### src/design/sts_pkg.sv
// shared types and constants for the sphere triangle subdivider
// no dependencies; every other file refers to it by scoped names
`default_nettype none

package sts_pkg;

    localparam int COORD_W    = 16;
    localparam int SUM_W      = COORD_W + 1;
    localparam int RAD_W      = 15;
    localparam int NORM_W     = 34;
    localparam int SQ_W       = 2 * SUM_W - 1;
    localparam int L2_W       = SQ_W + 1;
    localparam int GUARD_W    = 12;
    localparam int RADICAND_W = L2_W + 2 * GUARD_W;
    localparam int ROOT_W     = (RADICAND_W + 1) / 2;
    localparam int PROD_W     = SUM_W + RAD_W;
    localparam int DIVD_W     = PROD_W + GUARD_W + 1;
    localparam int QUO_W      = COORD_W + 1;
    localparam int DIFF_W     = COORD_W + 1;
    localparam int CROSS_W    = 2 * DIFF_W;
    localparam int QDEPTH     = 2;

    localparam logic [RAD_W-1:0] RADIUS_RESET = RAD_W'(4096);
    localparam logic [QUO_W-1:0] POS_LIMIT    = QUO_W'(2 ** (COORD_W - 1) - 1);
    localparam logic [QUO_W-1:0] NEG_LIMIT    = QUO_W'(2 ** (COORD_W - 1));

    typedef logic signed [COORD_W-1:0] coord_t;
    typedef logic signed [NORM_W-1:0]  norm_t;

    typedef struct packed {
        coord_t x;
        coord_t y;
        coord_t z;
    } vec_t;

    typedef struct packed {
        norm_t x;
        norm_t y;
        norm_t z;
    } nvec_t;

    typedef struct packed {
        vec_t v0;
        vec_t v1;
        vec_t v2;
        vec_t m01;
        vec_t m12;
        vec_t m20;
    } job_t;

    localparam coord_t COORD_MAX = {1'b0, {(COORD_W - 1){1'b1}}};
    localparam coord_t COORD_MIN = {1'b1, {(COORD_W - 1){1'b0}}};
    localparam norm_t  NORM_MAX  = {1'b0, {(NORM_W - 1){1'b1}}};
    localparam norm_t  NORM_MIN  = {1'b1, {(NORM_W - 1){1'b0}}};

endpackage

`default_nettype wire

### src/design/sts_fifo.sv
// two-entry queue of projected triangles between front and back end
// depends on sts_pkg
`default_nettype none

module sts_fifo (
    input  wire logic          clk,
    input  wire logic          rst_n,
    input  wire logic          push,
    input  wire sts_pkg::job_t din,
    input  wire logic          pop,
    output sts_pkg::job_t      dout,
    output logic               full,
    output logic               empty,
    output logic [1:0]         level
);

    sts_pkg::job_t slot_reg [sts_pkg::QDEPTH];
    logic          wr_ptr_reg;
    logic          rd_ptr_reg;
    logic [1:0]    level_reg;

    assign full  = level_reg == 2'(sts_pkg::QDEPTH);
    assign empty = level_reg == 2'd0;
    assign level = level_reg;
    assign dout  = slot_reg[rd_ptr_reg];

    always_ff @(posedge clk or negedge rst_n)
    begin
        if (!rst_n)
        begin
            wr_ptr_reg <= 1'b0;
            rd_ptr_reg <= 1'b0;
            level_reg  <= '0;
        end
        else
        begin
            if (push)
                wr_ptr_reg <= !wr_ptr_reg;
            if (pop)
                rd_ptr_reg <= !rd_ptr_reg;
            level_reg <= level_reg + 2'(push) - 2'(pop);
        end
    end

    always_ff @(posedge clk)
    begin
        if (push)
            slot_reg[wr_ptr_reg] <= din;
    end

endmodule

`default_nettype wire

### config.mk
export PLATFORM = sky130hd
export DESIGN_NAME = sts_fifo
export DESIGN_NICKNAME = d
export VERILOG_FILES = /design/src/design/sts_pkg.sv /design/src/design/sts_fifo.sv
export SDC_FILE = /design/constraint.sdc
export NUM_CORES = 1
export LEC_CHECK = 0
export BUFFER_PORTS_ARGS = -buffer_cell sky130_fd_sc_hd__buf_2
export CAP_MARGIN = 10
export CORE_ASPECT_RATIO = 0.5
export CORE_MARGIN = 5
export CORE_UTILIZATION = 55
export CTS_CLUSTER_DIAMETER = 40
export CTS_CLUSTER_SIZE = 16
export DETAILED_ROUTE_END_ITERATION = 8
export PLACE_DENSITY_LB_ADDON = 0.08
export SLEW_MARGIN = 10
export SYNTH_ARGS = -nofsm -noshare
export SYNTH_HDL_FRONTEND = slang
export SYNTH_SLANG_ARGS = --single-unit
### constraint.sdc
create_clock -name clk -period 24.2 [get_ports clk]
set_input_delay 2.42 -clock clk [delete_from_list [all_inputs] [get_ports clk]]
set_output_delay 2.42 -clock clk [all_outputs]
set_load 0.02 [all_outputs]
==> metrics, run 1 <==
via count=10620; Slew HR=0.2442; first-pass GRT wire length=66.95 mm; top-area cell type share of the netlist area=0.7933; worst IR drop on VDD=0.09981 mV; final hold slack=0.5709 ns; Final min period=6.594 ns; simple-gate share of the synthesized area=0.001033; Die W=around 290 um; core box area=38990 um2; initial antenna violation count=14; chip height=150.8 um; FF-to-FF path depth=3; # DRC=0; clk sinks=580; leading area contributor after synthesis=edfxtp_1; Fin. Hold Viols=0; Cell Area, Synth=roughly 22000 um2; Power Density=122.8 nW/um2; multiplexer share of the synthesized area=0.1832; synthesized flop and latch total=580; Worst path max stage delay=1.09 ns; layout cells sized above 1=0.6104; crit-path leading delay family=buffers and inverters; CTS tree=yes; maxcap violations=0; Vias per Instance=between 5 and 6; largest family of logic cells by synthesized area=multiplexers; Syn Nets=1205; drt wl/cell=22.54 um; Cell Chain, Critical Path=buf_4 > buf_4 > mux2_4 > buf_2; Leakage=between 10 and 15 nW; top_reg_cell synth=edfxtp_1; register area share after synthesis=0.7979; die area=43970 um2; RSZ-0062 raised after global routing=no; CTS root buffer=clkbuf_16; Std-Cell Rows=51; post-CTS setup buffer count=0; worst path arrival time=around 4.2 ns; switching fraction of total power=0.3201; worst skew pair latency=0.55 ns; final worst path period share=0.2725; clock slew at reported path FFs=0.07 ns; Flop pwr share=0.431; fmax=0.1516 GHz; flop-to-flop setup slack=20.69 ns; clock power share=0.226; largest net degree at the start of global routing=190; internal power=0.002226 W; startpoint class of the critical path=register; Cells on Worst Hold Path=1; critical path class=register to output pin; storage element area=17400 um2; Combinational Power Share=0.343; Critical Path Fanout Max=73; Post-DP HPWL=32.96 mm; xor and xnor area share after synthesis=0.001894; Starting Density=0.5592; Hold Path End=wr_ptr_reg$_DFFE_PN0P_; GPL Wtd Cong=0.8300; RR Endpoint=slot_reg[0][267]$_DFFE_PP_; hold path startpoint=wr_ptr_reg$_DFFE_PN0P_; worst slew pin tran=1.134 ns; # port buffers=583; remaining antenna violation count=0; Post-synth EDFFs=576; post-synthesis async set-or-reset flop share=0.006897; Post-synth top cells=576 x edfxtp_1, 200 x mux2_4, 88 x mux2_2; Critical Path Slowest Stage Cell=dfrtp_4; Mapped Cells=around 910; drt pass-1 iters=4; post-CTS sizing=0; CTS buffer count=46; most used cell, CP=buf_4; clk buf depth=3; Worst Path Required=21.78 ns; H-tree Lvls=2; vias in the first global route=11400; YS warnings=0; Fill cells=2628; GRT Overall Usage=0.2016; Post-Syn Area per Cell=23.93 um2; Iter 0 DRT Violations=about 600; nets=1812; switching power=0.001048 W; Overflow after GRT=0; Buf/Inv on CP=3; multi-input combinational cell area=4093 um2; outcome=finished clean; max reg flops=around 580; Critical R2R Launch=wr_ptr_reg$_DFFE_PN0P_; compound-gate portion of the synthesized area=0; hold_buf cts=0; Crit. End Element=output pin; TNS Setup=0 ns; post-synth cell types=13; final setup vio count=0; area delta synth->final=22.27%; Min-Delay Path Class=register to register; post-synthesis adder-cell area fraction=0.001148; total I/O pin count=584; final wirelength=47.06 mm; Worst Skew=0.01533 ns; Final Slew Violations=0; top-count cell post-synth=edfxtp_1; Synth area leaders=edfxtp_1 79%, mux2_4 14%, mux2_2 4.5%, buf_6 1.3%, dfrtp_1 0.46%
layer usage:
metal  vias up  routed length, um  part of all wire  GRT usage
met1      5349              15530              0.33     0.2063
met4         4               1878             0.040    0.08461
met5         -                 27           0.00057          0
met3        98               2496             0.053    0.05070
met2       300              27120              0.58     0.3954
li1       4864                  -                 -          -
through the flow:
stage | power (W) | utilization | std cells | cell area (um2) | setup slack (ns)
2_1_floorplan | 0.002325 | - | 911 | 21800 | 8.420
3_3_place_gp | 0.002549 | 0.6455 | 2000 | 25170 | 18.27
3_5_place_dp | 0.002572 | 0.6455 | 2000 | 25170 | 18.16
4_1_cts | 0.003313 | 0.6829 | 2075 | 26630 | 17.55
5_1_grt | 0.003411 | 0.6837 | 2087 | 26660 | 17.39
6_report | 0.003274 | 0.6838 | 2088 | 26660 | 17.61
worst max-delay path by stage:
stage                               end  depth (start not counted)              startpoint  slack [ns]
2_1_floorplan  slot_reg[0][0]$_DFFE_PP_                          1                    push        8.42
3_3_place_gp                   dout[88]                          4  rd_ptr_reg$_DFFE_PN0P_       18.27
3_5_place_dp                  dout[106]                          4  rd_ptr_reg$_DFFE_PN0P_       18.16
4_1_cts                       dout[106]                          4  rd_ptr_reg$_DFFE_PN0P_       17.55
5_1_grt                       dout[106]                          4  rd_ptr_reg$_DFFE_PN0P_       17.39
6_report                       dout[94]                          4  rd_ptr_reg$_DFFE_PN0P_       17.61
cell type report:
class                   instances  area share
multi-input cells             297      0.1535
clock inverters                18    0.007650
repair buffers                591      0.1126
inverters                       2   0.0002816
diodes                         13    0.001220
well taps                     530     0.02487
clock buffers                  57     0.04712
flip-flops and latches        580      0.6527
power by group through the flow:
stage | combinational, W | clock [W] | sequential (W)
detailed placement | 0.00114 | 0 | 0.00143
floorplan | 0.000852 | 0 | 0.00147
global placement | 0.00113 | 0 | 0.00142
CTS | 0.00114 | 0.000760 | 0.00141
global route | 0.00118 | 0.000806 | 0.00142
finish | 0.00112 | 0.000740 | 0.00141
logic make-up after synthesis:
kind of cell / Yosys count
xor+xnor: 3
fa+ha+maj: 2
buf+inv: 34
flops: 580
mux: 288
simple gates: 4
layout by cell type (no fill, tap or decap), drive strengths merged:
cell type / n
and2: 1
nor2b: 2
xor2: 2
dfrtp: 4
diode: 13
xor3: 1
clkbuf: 57
bufinv: 4
clkinv: 11
edfxtp: 576
ha: 2
inv: 4
buf: 591
clkinvlp: 1
mux2: 288
nor2: 1
worst reg2reg max path, stage by stage, from the launching register on:
cell and delay [ns]:
dfrtp_1 0.43, nor2b_4 0.74, buf_12 0.82, buf_4 1.08
No activity file was read; power rests on OpenSTA's default activity.
==> inputs of run 2 (changes only) <==
- CORE_UTILIZATION: 55 -> 47
- clock period: 24.2 -> 5.9 ns (I/O delays scaled with it)
==> run 2 against run 1 <==
Non-clock buffer count up 1. Clock power rose to 4.4 times the previous value. Sequential power rose to 4.1 times the previous value. Via count down 0.52%. Worst hold slack worse by 0.35 ns. Clock skew down 0.0016 ns.
==> metrics, run 2 (synthesis gave the netlist of run 1 again) <==
outcome=finished clean (unchanged); Final Slew Violations=0 (unchanged); worst IR drop on VDD=0.4469 mV (was 0.09981 mV); area delta synth->final=23.61% (was 22.27%); Min-Delay Path Class=primary input to register (was register to register); Critical Path Start=rd_ptr_reg$_DFFE_PN0P_ (unchanged); GRT Overall Usage=0.1764 (was 0.2016); Overflow after GRT=0 (unchanged); final setup vio count=0 (unchanged); first-pass GRT wire length=68.37 mm (was 66.95 mm); Vias per Instance=4.840 (was 5.084); Fin. Hold Viols=0 (unchanged); final wirelength=47.20 mm (was 47.06 mm); Worst Path Required=5.31 ns (was 21.78 ns); Critical Path Fanout Max=82 (was 73); Power Density=506.5 nW/um2 (was 122.8 nW/um2); Worst path max stage delay=1.16 ns (was 1.09 ns); Std-Cell Rows=55 (was 51); GPL Wtd Cong=0.7566 (was 0.8300); crit-path leading delay family=flip-flops (was buffers and inverters); critical path class=register to output pin (unchanged); fmax=0.2856 GHz; drt wl/cell=21.63 um (was 22.54 um); remaining antenna violation count=0 (unchanged); clk sinks=580 (unchanged); core box area=45560 um2 (was 38990 um2); Cell Chain, Critical Path=buf_12 > mux2_4 > buf_2 (was buf_4 > buf_4 > mux2_4 > buf_2); initial antenna violation count=11 (was 14); max reg flops=576 (unchanged); TNS Setup=0 ns (unchanged); most frequent cells in the layout=583 x buf_2, 576 x edfxtp_1, 200 x mux2_4 (unchanged); CTS root buffer=clkbuf_16 (unchanged); Final min period=3.502 ns; Starting Density=0.4786 (was 0.5592); CTS tree=yes (unchanged); Leakage=10.62 nW (was 10.56 nW); hold path startpoint=din[165] (was wr_ptr_reg$_DFFE_PN0P_); die area=51060 um2 (was 43970 um2); post-CTS sizing=0 (unchanged); vias in the first global route=11630 (was 11400); # port buffers=583 (unchanged); Critical Path Slowest Stage Cell=dfrtp_4 (unchanged); drt pass-1 iters=4 (unchanged); # DRC=0 (unchanged); clock slew at reported path FFs=0.07 ns (about the same); Crit. End Element=output pin (unchanged); Worst Skew=0.01369 ns (was 0.01533 ns); nets=1814 (was 1812); post-CTS setup buffer count=0 (unchanged); worst skew pair latency=0.55 ns (about the same); maxcap violations=0 (unchanged); CTS buffer count=47 (was 46); Fill cells=3475 (was 2628); Post-DP HPWL=32.56 mm (was 32.96 mm); chip height=162.3 um (was 150.8 um); H-tree Lvls=2 (unchanged); worst path arrival time=2.91 ns (was 4.17 ns); largest net degree at the start of global routing=139 (was 190); total I/O pin count=584 (unchanged); layout cells sized above 1=0.6146 (was 0.6104); clk buf depth=3 (unchanged); storage element area=17400 um2 (unchanged); share of the core filled with cells=0.5916 (was 0.6838); startpoint class of the critical path=register (unchanged); Die W=314.6 um (was 291.6 um); multi-input combinational cell area=4093 um2 (unchanged); Iter 0 DRT Violations=598 (was 616); Critical R2R Launch=wr_ptr_reg$_DFFE_PN0P_ (unchanged); via count=10560 (was 10620); Slew HR=0.2624 (was 0.2442); RSZ-0062 raised after global routing=no (unchanged); commonest non-fill, non-tap cell in the layout=buf_2 (unchanged); worst slew pin tran=1.106 ns (was 1.134 ns); final worst path period share=0.5935; Buf/Inv on CP=2 (was 3)
run 2: cell count changes in the layout (fill, tap and decap cells not counted), sizes merged:
cell | before | now
clkbuf | 57 | 52
diode | 13 | 11
bufinv | 4 | 8
clkinvlp | 1 | 4
dlygate4sd3 | 0 | 1
clkinv | 11 | 8
inv | 4 | 3
run 2: layout make-up:
type | instances | area share
clock buffer | 52 | 0.04591
sequential | 580 | 0.6456
multi-input combinational | 297 | 0.1519
antenna | 11 | 0.001021
timing repair buffer | 592 | 0.1141
tap | 627 | 0.02911
clock inverter | 21 | 0.01212
inverter | 2 | 0.0002785
run 2: power breakdown:
part           internal (W)  leakage (nW)  switching [W]
combinational       0.00198          4.42        0.00268
sequential          0.00547          5.45       0.000292
clock               0.00185         0.751        0.00138
total               0.00930          10.6        0.00435
run 2: what timing repair did:
item | 4_1_cts | 5_1_grt
hold buffers | 1 | 0
endpoints found under the hold margin | 4 | 0
endpoints found under the setup margin | 0 | 0
run 2: worst paths after layout:
path | end | slack [ns] | depth (start not counted)
worst max-delay path | dout[149] | 2.40 | 3
worst min-delay path | slot_reg[0][165]$_DFFE_PP_ | 0.22 | 1
worst max register to register | slot_reg[0][120]$_DFFE_PP_ | 3.66 | 2
worst min register to register | wr_ptr_reg$_DFFE_PN0P_ | 0.55 | 1
max in group asynchronous | rd_ptr_reg$_DFFE_PN0P_ | 5.38 | 2
min in group asynchronous | level[1]$_DFF_PN0_ | 0.39 | 2
run 2: through the flow:
step | setup WS [ns] | hold slack (ns) | instance area, um2 | instances | power, W
after global routing | 2.204 | 0.1740 | 26950 | 2181 | 0.01427
after CTS | 2.324 | 0.1831 | 26920 | 2171 | 0.01386
after global placement | 2.958 | 0.3942 | 25350 | 2097 | 0.01051
after floorplan | 0.5691 | 0.2944 | 21810 | 911 | 0.009301
after detailed placement | 2.922 | 0.3992 | 25350 | 2097 | 0.01060
final | 2.398 | 0.2226 | 26950 | 2182 | 0.01365
run 2: worst register-to-register path, cell delays in order, from the launching register on:
cell and delay (ns):
dfrtp_1 0.43, nor2b_4 0.63, buf_12 0.56
run 2: per-layer routing:
| layer | up-vias | global-route usage | wire, um |
|---|---|---|---|
| li1 | 4863 | - | - |
| met1 | 5316 | 0.1716 | 15410 |
| met2 | 267 | 0.3592 | 27850 |
| met3 | 114 | 0.03710 | 2026 |
| met4 | 0 | 0.07354 | 1916 |
| met5 | - | 0 | 0 |
